===== src/hw/rtl/fbmw_pkg.sv =====
// Shared types and constants for the file block map walker.
// Holds opcodes, walk phases, status codes and the structs passed between
// the top level and the step logic. No dependencies.
package fbmw_pkg;

  // Request opcodes
  localparam logic [1:0] OP_LOAD   = 2'd0;
  localparam logic [1:0] OP_LOOKUP = 2'd1;
  localparam logic [1:0] OP_RESP   = 2'd2;

  // Walk phases
  localparam logic [1:0] PH_IDLE  = 2'd0;
  localparam logic [1:0] PH_SGL   = 2'd1;
  localparam logic [1:0] PH_DMAP  = 2'd2;
  localparam logic [1:0] PH_DDATA = 2'd3;

  // Result status codes
  localparam logic [1:0] ST_DONE   = 2'd0;
  localparam logic [1:0] ST_REQ    = 2'd1;
  localparam logic [1:0] ST_BEYOND = 2'd2;

  // Fixed slot layout of the inode pointer table
  localparam int unsigned SLOT_IDX_W = 4;
  localparam logic [SLOT_IDX_W-1:0] SINGLE_SLOT = 4'd12;
  localparam logic [SLOT_IDX_W-1:0] DOUBLE_SLOT = 4'd13;
  localparam logic [31:0] DIRECT_COUNT = 32'd12;
  localparam logic [2:0]  MAX_LOG_BS   = 3'd6;

  localparam int unsigned INNER_W  = 14;
  localparam int unsigned SECTOR_W = 39;
  localparam int unsigned OFFSET_W = 9;

  typedef struct packed {
    logic [1:0]         phase;
    logic [INNER_W-1:0] inner;
  } walk_state_t;

  typedef struct packed {
    logic                valid;
    logic [1:0]          status;
    logic [31:0]         physical_block;
    logic [SECTOR_W-1:0] sector_number;
    logic [OFFSET_W-1:0] byte_offset;
  } step_result_t;

endpackage


===== src/hw/rtl/file_block_map_walker_core.sv =====
// Top level of the file block map walker: input register, pointer slot
// table, walk state and result register around fbmw_step.
// Depends on fbmw_pkg and fbmw_step.
//
// Usage: requests enter on the in_ channel (valid/stall). Opcode load
// writes in_slot_value into pointer slot in_slot_index (indexes past the
// table are dropped). Opcode lookup maps in_logical_block: direct blocks
// answer with status done at once, indirect blocks answer with a word read
// request (sector and byte offset). The caller fetches that word and sends
// it back with opcode response; this either finishes the walk or issues the
// second request of a double-indirect walk. A new lookup drops any walk in
// progress. Out-of-range blocks answer status beyond.
// A request passes the input register, then the step logic into the
// result register, where its result waits until taken. One request is
// taken every cycle while the receiver keeps out_stall low; when it
// stalls, the result register holds and in_stall rises while both
// registers are full. Reset empties both registers and returns the walk
// to idle with block size code 0; pointer slots hold no defined value
// until loaded. cfg_log_block_size is always ready; the user is to write
// it only while idle, which the block itself does not enforce.
module file_block_map_walker_core #(
  parameter int unsigned SECTOR_BYTES  = 512,
  parameter int unsigned POINTER_SLOTS = 15
) (
  input  logic                          clk,
  input  logic                          rst_n,
  input  logic                          in_valid,
  output logic                          in_stall,
  input  logic [1:0]                    in_opcode,
  input  logic [fbmw_pkg::SLOT_IDX_W-1:0] in_slot_index,
  input  logic [31:0]                   in_slot_value,
  input  logic [31:0]                   in_logical_block,
  input  logic [31:0]                   in_read_word,
  output logic                          out_valid,
  input  logic                          out_stall,
  output logic [1:0]                    out_status,
  output logic [31:0]                   out_physical_block,
  output logic [fbmw_pkg::SECTOR_W-1:0] out_sector_number,
  output logic [fbmw_pkg::OFFSET_W-1:0] out_byte_offset,
  input  logic                          cfg_valid,
  output logic                          cfg_ready,
  input  logic [2:0]                    cfg_log_block_size
);
  import fbmw_pkg::*;

  logic                  s1_valid_r;
  logic                  s1_valid_nxt;
  logic [1:0]            s1_op_r;
  logic [SLOT_IDX_W-1:0] s1_slot_index_r;
  logic [31:0]           s1_slot_value_r;
  logic [31:0]           s1_logical_block_r;
  logic [31:0]           s1_read_word_r;
  logic                  in_take;
  logic                  out_free;
  logic                  s1_go;
  logic [2:0]            log_bs_r;
  walk_state_t           walk_r;
  walk_state_t           walk_nxt;
  logic [31:0]           slots_r [POINTER_SLOTS];
  logic [SLOT_IDX_W-1:0] slot_rd_idx;
  logic [31:0]           slot_rd_data;
  step_result_t          step_res;
  step_result_t          res_r;
  logic                  out_valid_r;

  // Handshake control
  assign out_free = !out_valid_r || !out_stall;
  assign s1_go    = s1_valid_r && out_free;
  assign in_stall = s1_valid_r && !out_free;
  assign in_take  = in_valid && !in_stall;
  assign cfg_ready = 1'b1;

  // Configuration register
  always_ff @(posedge clk) begin
    if (!rst_n) begin
      log_bs_r <= 3'd0;
    end else if (cfg_valid && cfg_ready) begin
      log_bs_r <= cfg_log_block_size;
    end
  end

  // Input register
  always_comb begin
    s1_valid_nxt = s1_valid_r;
    if (in_take) begin
      s1_valid_nxt = 1'b1;
    end else if (s1_go) begin
      s1_valid_nxt = 1'b0;
    end
  end

  always_ff @(posedge clk) begin
    if (!rst_n) begin
      s1_valid_r <= 1'b0;
    end else begin
      s1_valid_r <= s1_valid_nxt;
    end
  end

  always_ff @(posedge clk) begin
    if (in_take) begin
      s1_op_r            <= in_opcode;
      s1_slot_index_r    <= in_slot_index;
      s1_slot_value_r    <= in_slot_value;
      s1_logical_block_r <= in_logical_block;
      s1_read_word_r     <= in_read_word;
    end
  end

  // Pointer slot table, write on load requests inside the table
  always_ff @(posedge clk) begin
    if (s1_go && s1_op_r == OP_LOAD &&
        {1'b0, s1_slot_index_r} < (SLOT_IDX_W + 1)'(POINTER_SLOTS)) begin
      slots_r[s1_slot_index_r] <= s1_slot_value_r;
    end
  end

  assign slot_rd_data = slots_r[slot_rd_idx];

  fbmw_step #(
    .SECTOR_BYTES (SECTOR_BYTES)
  ) u_step (
    .op             (s1_op_r),
    .logical_block  (s1_logical_block_r),
    .read_word      (s1_read_word_r),
    .log_block_size (log_bs_r),
    .state_cur      (walk_r),
    .slot_rd_data   (slot_rd_data),
    .slot_rd_idx    (slot_rd_idx),
    .state_nxt      (walk_nxt),
    .result         (step_res)
  );

  // Walk state advances with each processed request
  always_ff @(posedge clk) begin
    if (!rst_n) begin
      walk_r <= '0;
    end else if (s1_go) begin
      walk_r <= walk_nxt;
    end
  end

  // Result register
  always_ff @(posedge clk) begin
    if (!rst_n) begin
      out_valid_r <= 1'b0;
    end else if (out_free) begin
      out_valid_r <= s1_go && step_res.valid;
    end
  end

  always_ff @(posedge clk) begin
    if (s1_go && step_res.valid) begin
      res_r <= step_res;
    end
  end

  assign out_valid          = out_valid_r;
  assign out_status         = res_r.status;
  assign out_physical_block = res_r.physical_block;
  assign out_sector_number  = res_r.sector_number;
  assign out_byte_offset    = res_r.byte_offset;

  // A request result leaves a walk pending
  assert property (@(posedge clk) disable iff (!rst_n)
    (s1_go && step_res.valid && step_res.status == ST_REQ) |=> walk_r.phase != PH_IDLE)
    else $error("request issued but walk is idle");

  // Only request results carry a sector and offset
  assert property (@(posedge clk) disable iff (!rst_n)
    (out_valid && out_status != ST_REQ) |->
      (out_sector_number == '0 && out_byte_offset == '0))
    else $error("sector fields set on a non-request result");

  // Only done results carry a physical block
  assert property (@(posedge clk) disable iff (!rst_n)
    (out_valid && out_status != ST_DONE) |-> out_physical_block == 32'd0)
    else $error("physical block set on a non-done result");

  // A response while idle produces nothing
  assert property (@(posedge clk) disable iff (!rst_n)
    (s1_go && s1_op_r == OP_RESP && walk_r.phase == PH_IDLE) |=> !out_valid)
    else $error("result for a response while idle");

  // Stall on the input only with both the input and the result register full
  assert property (@(posedge clk) disable iff (!rst_n)
    in_stall |-> (s1_valid_r && out_valid_r))
    else $error("input stalled with room available");

endmodule


===== src/hw/rtl/fbmw_step.sv =====
// Combinational step logic of the file block map walker: decodes one
// registered request, picks the pointer slot to read, forms the result
// and the next walk state. Depends on fbmw_pkg.
module fbmw_step #(
  parameter int unsigned SECTOR_BYTES = 512
) (
  input  logic [1:0]                     op,
  input  logic [31:0]                    logical_block,
  input  logic [31:0]                    read_word,
  input  logic [2:0]                     log_block_size,
  input  fbmw_pkg::walk_state_t          state_cur,
  input  logic [31:0]                    slot_rd_data,
  output logic [fbmw_pkg::SLOT_IDX_W-1:0] slot_rd_idx,
  output fbmw_pkg::walk_state_t          state_nxt,
  output fbmw_pkg::step_result_t         result
);
  import fbmw_pkg::*;

  localparam int unsigned SectorShift = $clog2(SECTOR_BYTES);
  localparam logic [4:0]  SectorShiftV = 5'(SectorShift);
  localparam logic [15:0] OffMask = 16'(SECTOR_BYTES - 1);

  logic [2:0]          lg;
  logic [14:0]         ppb;
  logic [31:0]         single_lim;
  logic                is_direct;
  logic                is_single;
  logic [31:0]         dbl_rel;
  logic                dbl_in_range;
  logic [INNER_W-1:0]  single_idx;
  logic [INNER_W-1:0]  dbl_hi;
  logic [INNER_W-1:0]  dbl_inner;
  logic [31:0]         req_base;
  logic [INNER_W-1:0]  req_idx;
  logic [15:0]         req_byte;
  logic [4:0]          blk_shift;
  logic [SECTOR_W-1:0] req_sector;
  logic [OFFSET_W-1:0] req_offset;

  // Clamp block size code and derive pointers per block
  assign lg  = (log_block_size > MAX_LOG_BS) ? MAX_LOG_BS : log_block_size;
  assign ppb = 15'd256 << lg;

  // Range decode, the two bounds are compared in parallel
  assign single_lim   = DIRECT_COUNT + 32'(ppb);
  assign is_direct    = logical_block < DIRECT_COUNT;
  assign is_single    = logical_block < single_lim;
  assign dbl_rel      = logical_block - single_lim;
  assign dbl_in_range = (dbl_rel >> (5'd16 + {1'b0, lg, 1'b0})) == 32'd0;
  assign single_idx   = INNER_W'(logical_block - DIRECT_COUNT);
  assign dbl_hi       = INNER_W'(dbl_rel >> (5'd8 + {2'b00, lg}));
  assign dbl_inner    = INNER_W'(dbl_rel) & INNER_W'(ppb - 15'd1);

  // Pick the slot to read for a lookup
  always_comb begin
    if (is_direct) begin
      slot_rd_idx = logical_block[SLOT_IDX_W-1:0];
    end else if (is_single) begin
      slot_rd_idx = SINGLE_SLOT;
    end else begin
      slot_rd_idx = DOUBLE_SLOT;
    end
  end

  // Pick base block and word index for the shared request calculation
  always_comb begin
    if (op == OP_RESP) begin
      req_base = read_word;
      req_idx  = state_cur.inner;
    end else if (is_single) begin
      req_base = slot_rd_data;
      req_idx  = single_idx;
    end else begin
      req_base = slot_rd_data;
      req_idx  = dbl_hi;
    end
  end

  // Sector = base block scaled to sectors + byte / sector size
  assign req_byte  = {req_idx, 2'b00};
  assign blk_shift = 5'd10 + {2'b00, lg};
  always_comb begin
    if (blk_shift >= SectorShiftV) begin
      req_sector = (SECTOR_W'(req_base) << (blk_shift - SectorShiftV))
                   + SECTOR_W'(req_byte >> SectorShift);
    end else begin
      req_sector = SECTOR_W'(req_byte >> SectorShift);
    end
  end
  assign req_offset = OFFSET_W'(req_byte & OffMask);

  // Decode the request and form result and next walk state
  always_comb begin
    state_nxt = state_cur;
    result    = '0;
    case (op)
      OP_LOOKUP: begin
        state_nxt.phase = PH_IDLE;
        result.valid    = 1'b1;
        if (is_direct) begin
          result.status         = ST_DONE;
          result.physical_block = slot_rd_data;
        end else if (is_single) begin
          result.status        = ST_REQ;
          result.sector_number = req_sector;
          result.byte_offset   = req_offset;
          state_nxt.phase      = PH_SGL;
        end else if (dbl_in_range) begin
          result.status        = ST_REQ;
          result.sector_number = req_sector;
          result.byte_offset   = req_offset;
          state_nxt.phase      = PH_DMAP;
          state_nxt.inner      = dbl_inner;
        end else begin
          result.status = ST_BEYOND;
        end
      end
      OP_RESP: begin
        case (state_cur.phase)
          PH_SGL, PH_DDATA: begin
            result.valid          = 1'b1;
            result.status         = ST_DONE;
            result.physical_block = read_word;
            state_nxt.phase       = PH_IDLE;
          end
          PH_DMAP: begin
            result.valid         = 1'b1;
            result.status        = ST_REQ;
            result.sector_number = req_sector;
            result.byte_offset   = req_offset;
            state_nxt.phase      = PH_DDATA;
          end
          default: begin
            result.valid = 1'b0;
          end
        endcase
      end
      default: begin
        result.valid = 1'b0;
      end
    endcase
  end

endmodule

===== config.mk =====
export PLATFORM = sky130hd
export DESIGN_NAME = file_block_map_walker_core
export DESIGN_NICKNAME = d
export VERILOG_FILES = /design/src/hw/rtl/fbmw_pkg.sv /design/src/hw/rtl/file_block_map_walker_core.sv /design/src/hw/rtl/fbmw_step.sv
export SDC_FILE = /design/constraint.sdc
export NUM_CORES = 1
export LEC_CHECK = 0
export CAP_MARGIN = 20
export CORE_ASPECT_RATIO = 0.5
export CORE_MARGIN = 4
export CORE_UTILIZATION = 31
export DETAILED_ROUTE_END_ITERATION = 8
export DONT_BUFFER_PORTS = 1
export GPL_TIMING_DRIVEN = 0
export HOLD_SLACK_MARGIN = 0.1
export SETUP_SLACK_MARGIN = 0.15
export SYNTH_ARGS = -nofsm -noshare
export SYNTH_HDL_FRONTEND = slang
export SYNTH_HIERARCHICAL = 1
export SYNTH_SLANG_ARGS = --single-unit

===== constraint.sdc =====
create_clock -name clk -period 11.7 [get_ports clk]
set_input_delay 3.51 -clock clk [delete_from_list [all_inputs] [get_ports clk]]
set_output_delay 3.51 -clock clk [all_outputs]
set_load 0.02 [all_outputs]

==> results.txt, run 1 <==
The final critical path takes up 92.17% of the cycle. Data on the critical path is required at its endpoint by 12030 ps. For the die area, the log shows 103600 um2. After routing the design area is 34920 um2. The number of top-level pins came out at 195.

The synthesized netlist devotes 7.678% of its cell area to simple gates. For the residual antenna-violating net count after detailed routing, the log shows 0. Grouping stages by cell kind, the critical path spends the most delay in simple AND/OR/NAND/NOR gates. Counting flops with an async set or reset pin after synthesis yields a share of 0%.

The most prevalent standard cell on the critical path is a21oi_1. In the synthesized netlist, the number of instances is 2004. The clock arrives with 30.11 ps of skew.

For this run the aggregate overflow at the end of global routing stands at 0. The first global-routing pass estimated 124400 um of wire. The multi-input combinational cell area is 9553 um2, and the largest fanout on the critical path is 10.

The run gives 67 as the number of buffers created by CTS. Registers take 20360 um2. Once the floorplan was initialized, standard cells occupied 31.60% of the core. The run gives 62120 um as the post-DP HPWL. Combinational family with the most area after synthesis: multiplexers.

Kind of start point of the critical path: a flip-flop. Among all flip-flop cells after synthesis, the most frequent one is edfxtp_1. The critical path in this run is classified as reg -> reg. The share of the core filled with cells came out at 36.22%. The die span in y is 229.6 um. Among all stages on the critical path, the largest delay is contributed by nor2_1. The Yosys step of the flow raised 6 warnings. The tools report the first-iteration detailed-routing DRC count as 1739. The floorplan step set the die width to 451.3 um. In this run, synthesis inferred 664 flip-flops with an integrated enable. The number of non-filler instances in the completed layout is 3479, and the count of max-cap constraint violations is 0. After detailed placement, the design holds a cell count of 3347. The tools report the total power as 0.005271 W. Setup repair after global routing could not meet its margin everywhere. The post-synthesis sequential element count is 685, and the peak clock frequency supported by timing is 92.73 MHz.

The number of global-route vias before repair is 17832, and the sink count of the clock tree is 685. In this run, post-CTS repair resized a total of 0 instances. The number of buffer cells added on primary ports is 0. The logs give 30460 um2 for the combined area of all synthesized cells and 3 for the maximum count of clock buffers along a single path. The adder-cell share of the synthesized area works out to 0.9695%.

The placed instances occupy a cell area of 32740 um2. Global routing used 16.18% of the available tracks across all layers. Summing the areas of all xor and xnor instances in the mapped netlist gives 1.582% of the synthesized area. The register area share after synthesis is 66.85%.

Leaving out fill and tap cells, the most frequent cell in the layout is edfxtp_1. Cells with a size suffix above 1 make up 16.03% of the layout. The routed length per placed instance was 24.70 um.

The number of vias per cell is 5.182. Net count of the finished layout: 2237. The clock latency on the worst-skew pair came out at 630 ps. The synthesized netlist contains 79 unique library cells. The floorplan has 80 rows.

The slew of the pin with the lowest slew margin came out at 1220 ps. The clock transition time at the flip-flop clock pins of the worst setup and hold paths is 70 ps. TritonCTS built the clock tree. The run gives 0 as the post-CTS setup buffer count. The final setup violation count came out at 0. The flow ran to the end, and the final reports show no timing, DRC or antenna violations.

The H-tree was split into 3 levels. Number of antenna violations at the first check in global routing: 10. The routed design could run at a clock period as short as 10780 ps. The worst-case IR drop observed on VDD is 0.09332 mV.

The count of buffering cells on the critical path with inverters included was 8. The type of destination of the critical path was a flip-flop. The total via count after detailed routing came out at 18028.

Dividing the synthesized area by the synthesized cell count gives 15.20 um2. The number of fillers in the final layout is 9035, and the quantity of hold-fixing buffers added after cts is 0. On the worst path, the slowest cell contributes a delay of 670 ps. For this run, design rule violations remaining after detail routing come to 0. The logs give 11120 ps for the critical path arrival and 0 for the final-report hold violation count.

The run gives 56 as the largest net degree at the start of global routing. The synthesized netlist devotes 7.547% of its cell area to compound gates. The buffer type at the clock tree root was clkbuf_16. In the layout the commonest cells are 664 x edfxtp_1, 154 x nor2_1, 149 x mux2i_1, 120 x nand2_1, 93 x mux4_2. The remaining max-slew budget at the tightest pin is 17.83%, and the power density normalized to cell area is 151.0 nW/um2.

The congestion estimate from routability-driven global placement came to 0.8647. For the number of iterations in the first detailed-routing pass, the log shows 6. In this run the worst hold path is classified as reg -> reg. The area added between synthesis and finish came out at 14.64%.

The final-report max-slew violation count was 0. Wires add up to 85940 um. The total leakage power was 11.28 nW. After synthesis, the share of cell area in mux cells is 13.14%. For the area of the core region, the log shows 96390 um2.
## worst reg2reg max path, delay by kind of cell, from the launching register on
family | cells | cell delay, ps
mux | 4 | 1250
buf+inv | 8 | 2360
compound gates | 10 | 1840
flops | 1 | 410
fa+ha+maj | 3 | 1110
simple gates | 11 | 3370
xor+xnor | 1 | 180
## final timing paths
check / start / endpoint / slack [ps] / cells after the start
worst min-delay path: walk_r[3]$_SDFFE_PN0P_ / walk_r[3]$_SDFFE_PN0P_ / 480 / 2
worst min register to register: walk_r[3]$_SDFFE_PN0P_ / walk_r[3]$_SDFFE_PN0P_ / 480 / 2
worst max register to register: log_bs_r[2]$_SDFFE_PN0P_ / out_sector_number[37]$_DFFE_PP_ / 920 / 37
worst max-delay path: log_bs_r[2]$_SDFFE_PN0P_ / out_sector_number[37]$_DFFE_PP_ / 920 / 37
## logic make-up after synthesis
family	count (synthesis)
adders and majority gates	23
and+or+nand+nor	490
buffers and inverters	135
DFF	685
AOI/OAI and AO/OA	336
xor gates and xnor gates	55
muxes	278
other	2
## per-layer routing
metal | share of wire [%] | track usage, % | vias up
li1 | - | - | 8075
met1 | 43 | 21.69 | 9225
met2 | 49 | 26.93 | 602
met3 | 5.6 | 2.721 | 122
met4 | 2.7 | 4.975 | 4
met5 | 0.028 | 0 | -
## sequential cells by signal, summed over array words and instances, names as in the netlist, 9 cells and up
name                flops
s1_logical_block_r     32
slots_r               480
out_byte_offset         9
s1_slot_value_r        32
walk_r                 16
s1_read_word_r         32
out_sector_number      39
out_physical_block     32
## where the power goes
group	internal (W)	total [W]	switching [W]	leakage, nW
Combinational	0.000132	0.000361	0.000229	4.15
Clock	0.00119	0.00213	0.000948	1.05
Sequential	0.00272	0.00278	0.0000549	6.08
## synthesized netlist by cell type, types with 13 or more instances
master    instances  area share [%]
nor2b_1          31            0.64
buf_2            30            0.49
a21boi_0         17            0.42
or3_1            19            0.39
o22ai_1          14            0.29
a31oi_1          13            0.27
clkbuf_1         52            0.64
xnor2_1          32            0.92
nor2_1          165             2.0
o21ai_0          41            0.67
mux4_2           93             6.9
nor3_1           47            0.77
ha_1             22            0.90
nor4_1           16            0.33
o211ai_1         26            0.64
nand2_1         120             1.5
edfxtp_1        664              65
nand2b_1         22            0.45
mux2i_1         149             4.9
nand3_1          17            0.28
a22oi_1          59             1.5
dfxtp_1          21             1.4
a211o_1          14            0.40
xor2_1           23            0.66
inv_1            21            0.26
a211oi_1         16            0.39
a21oi_1          74             1.2
mux2_2           33             1.2
## cell type report
cell class                      count  area share, %
Inverter                           21         0.2258
Clock buffer                       89          5.128
Timing Repair Buffer               30          1.516
Tap cell                         1312          4.701
Buffer                            114          1.702
Clock inverter                     34         0.9926
Multi-Input combinational cell   1185          27.36
Antenna cell                        9        0.06450
Sequential cell                   685          58.31
## per-stage QoR
step	hold WS, ps	setup TNS [ps]	setup WS (ps)
2_1_floorplan	447.9	0	2845
3_3_place_gp	459.2	-7199	-92.82
3_5_place_dp	472.1	0	779.6
4_1_cts	480.8	0	692.9
5_1_grt	514.0	0	122.3
6_report	479.6	0	915.7
Note: power is estimated with default switching activity, not from simulation.
==> run 2, diff against run 1 <==
Settings changed: GPL_TIMING_DRIVEN 0 to unset.
==> results.txt, run 2 (synthesis results as in run 1) <==
Detailed placement ended at an HPWL of 52810 um. After the first detailed-routing iteration, the DRC count stood at 1676. On the critical path the largest part of the delay comes from simple AND/OR/NAND/NOR gates.

Cells fill 35.61% of the core in the end. The clock transition time at the flip-flop clock pins of the worst setup and hold paths was 60 ps. The clock skew after layout came out at 35.18 ps. In this run the worst setup path begins at log_bs_r[1]$_SDFFE_PN0P_. Launch point of the worst reg-to-reg path: log_bs_r[1]$_SDFFE_PN0P_.

In the final timing run, aggregate negative setup slack is 0 ps. The die covers 103600 um2. Headroom to the max-slew limit came out at 34.94%. The minimum setup slack among reg-to-reg paths is 1930 ps. Power spread over the standard cell area amounts to 154.9 nW/um2. The first-pass GRT wire length is 119700 um, and the proportion of power drawn by the clock network is 41.1%.

The tree is rooted in a clkbuf_16. The horizontal extent of the die works out to 451.3 um. In this run the worst path has a maximum fanout of 36. The register with the most flip-flops in the layout has 480 of them.

For this configuration, the core starts out at a cell density of 31.60%. Counting along the longest clock path gives a buffer depth of 3. Data on the critical path arrives at its endpoint at 10120 ps. The number of buffer cells added on primary ports was 0. The number of hold buffers added after CTS was 0. STA classifies the critical path endpoint as a flip-flop. On the critical path, the stage with the largest delay is an instance of nor4_1. Following the worst setup path forward leads to its endpoint at out_sector_number[38]$_DFFE_PP_.

The analysis attributes to cell leakage a power of 11.01 nW. Internal power comes to 0.004096 W. The run gives 12 as the number of antenna violations at the first check in global routing. The switching share of power is 22.94%, and the logic depth of the worst setup path including buffers is 31.

For this run, design rule violations remaining after detail routing come to 0. The tree built by TritonCTS fans out to 685 sinks. The tools report the H-tree level count as 3. For this run, global-route usage on met3 was measured as 2.796%. The worst register-to-register path ends at out_sector_number[38]$_DFFE_PP_.

The clock latency on the worst-skew pair came out at 620 ps. The detail route stage leaves a number of antenna-violating nets equal to 0. After detailed routing, the total wire length is 81870 um.

The tools report the post-cts gate resize count as 0. Static timing analysis puts the maximum clock frequency at 102.4 MHz. For this design the top-level I/O count stands at 195. The share of total power in sequential cells was 52.2%; the routed length per placed instance was 24.18 um. Summing over every cut layer, the via total after detailed routing is 17478. The run gives 0 as the final-report max-slew violation count. By startpoint and endpoint, the worst setup path is classified as reg -> reg. Global placement routability congestion: 0.8696. The library cell used most frequently in the layout, excluding fill and tap cells, is edfxtp_1. For the worst flop-to-flop path, the logic depth is 31. For this run, the detailed router's first-pass iteration total came to 5. The largest net degree at the start of global routing was 84; the worst stage delay on the critical path was 810 ps.

Number of cells traversed by the worst hold path: 2. TritonCTS built the clock tree. Dividing the detail-routed via count by the number of cells gives 5.162.

The post-route netlist has 15.69% of its cells at a drive strength greater than 1. For the number of fillers in the final layout, the log shows 9056. Setup violations remaining at the end of the flow were counted as 0.

Global routing consumed, on the met1 layer, 20.42% of the routing resources. In this run the post-CTS setup repair buffer count came out at 0. The count of buffering cells on the critical path with inverters included works out to 3. The kind of start point of the critical path is a flip-flop. The library cells used most frequently in the layout, excluding fill and tap cells, are 664 x edfxtp_1, 152 x nor2_1, 149 x mux2i_1, 120 x nand2_1, 93 x mux4_2. For the pin with the worst max-slew slack, the measured transition is 967.0 ps.

The final-report hold violation count came out at 0. Setup repair after global routing left no endpoint under its margin. TritonCTS created 68 clock buffers. The standard-cell row count is 80, and the switching power of the nets is 0.001219 W.

The count of max-cap constraint violations is 0. The worst hold path belongs to the class reg -> reg. The area of the core region is 96390 um2, and the share of the cycle needed by the critical path after routing is 83.49%.

For the routing usage on met2, the log shows 25.88%. In this run, the combinational gates consume 6.7% of the power. Global routing used 15.43% of the available tracks.

The largest vdd supply drop came out at 0.09299 mV. Data on the critical path is required at its endpoint by 12050 ps. From bottom edge to top edge, the die measures 229.6 um.

The flow ran to the end, and the final reports show no timing, DRC or antenna violations. Counting flops per register, the top entry is slots_r. The highest-utilization routing layer at the global route stage was met2. Compared with the post-synthesis result, the final layout area differs by 12.70%. After layout, the minimum clock period comes to 9768 ps. After the last flow step, the layout net total stands at 2144. The remaining global-route overflow was 0; the number of global-route vias before repair was 17351.
==> run 2: changes by cell type in the layout (fill, tap and decap cells not counted), sizes merged <==
| cell | previous run | this run |
|---|---|---|
| buf | 92 | 49 |
| clkinvlp | 0 | 4 |
| inv | 26 | 24 |
| bufinv | 4 | 6 |
| clkinv | 25 | 27 |
| clkbuf | 141 | 85 |
==> run 2: worst min path at each step <==
| stage | start | end | slack (ps) |
|---|---|---|---|
| floorplan | walk_r[9]$_SDFFE_PN0P_ | walk_r[9]$_SDFFE_PN0P_ | 450 |
| global placement | walk_r[0]$_SDFFE_PN0P_ | walk_r[0]$_SDFFE_PN0P_ | 460 |
| detailed placement | walk_r[9]$_SDFFE_PN0P_ | walk_r[9]$_SDFFE_PN0P_ | 470 |
| CTS | walk_r[9]$_SDFFE_PN0P_ | walk_r[9]$_SDFFE_PN0P_ | 480 |
| global route | walk_r[6]$_SDFFE_PN0P_ | walk_r[6]$_SDFFE_PN0P_ | 500 |
| finish | walk_r[9]$_SDFFE_PN0P_ | walk_r[9]$_SDFFE_PN0P_ | 480 |
==> run 2: routing by layer <==
layer	wire [um]	vias to the layer above	share of wire, %
met2	40260	475	49
met5	13	-	0.016
li1	-	7867	-
met3	4425	111	5.4
met4	1923	2	2.3
met1	35250	9023	43
==> run 2: layout make-up <==
class	count	area [um2]	share of cell area, %
diodes	9	22.52	0.06561
repair buffers	50	392.9	1.145
clock inverters	40	429.2	1.250
inverters	21	78.83	0.2297
well taps	1312	1642	4.783
multi-input cells	1185	9595	27.96
flip-flops and latches	685	20360	59.32
clock buffers	84	1804	5.256
==> run 2: tightest hold or removal path, stage by stage (launching register included) <==
cell	delay, ps
dfxtp_1	320
nand2_1	50
a21boi_0	70
==> run 2: metrics by stage <==
stage	hold slack, ps	instances	cell area (um2)	setup slack, ps	total power, W
4_1_cts	476.4	3375	34270	1980	0.005360
6_report	478.4	3386	34320	1932	0.005316
5_1_grt	499.1	3384	34320	1112	0.005502
3_3_place_gp	460.0	3251	32040	2310	0.003181
2_1_floorplan	447.9	2005	30460	2845	0.003065
3_5_place_dp	468.1	3251	32040	2047	0.003179
==> run 2: power groups by stage <==
stage | combinational [W] | clock (W) | sequential, W
2_1_floorplan | 0.000258 | 0 | 0.00281
3_3_place_gp | 0.000354 | 0 | 0.00283
3_5_place_dp | 0.000349 | 0 | 0.00283
4_1_cts | 0.000351 | 0.00223 | 0.00278
5_1_grt | 0.000385 | 0.00234 | 0.00278
6_report | 0.000355 | 0.00218 | 0.00278
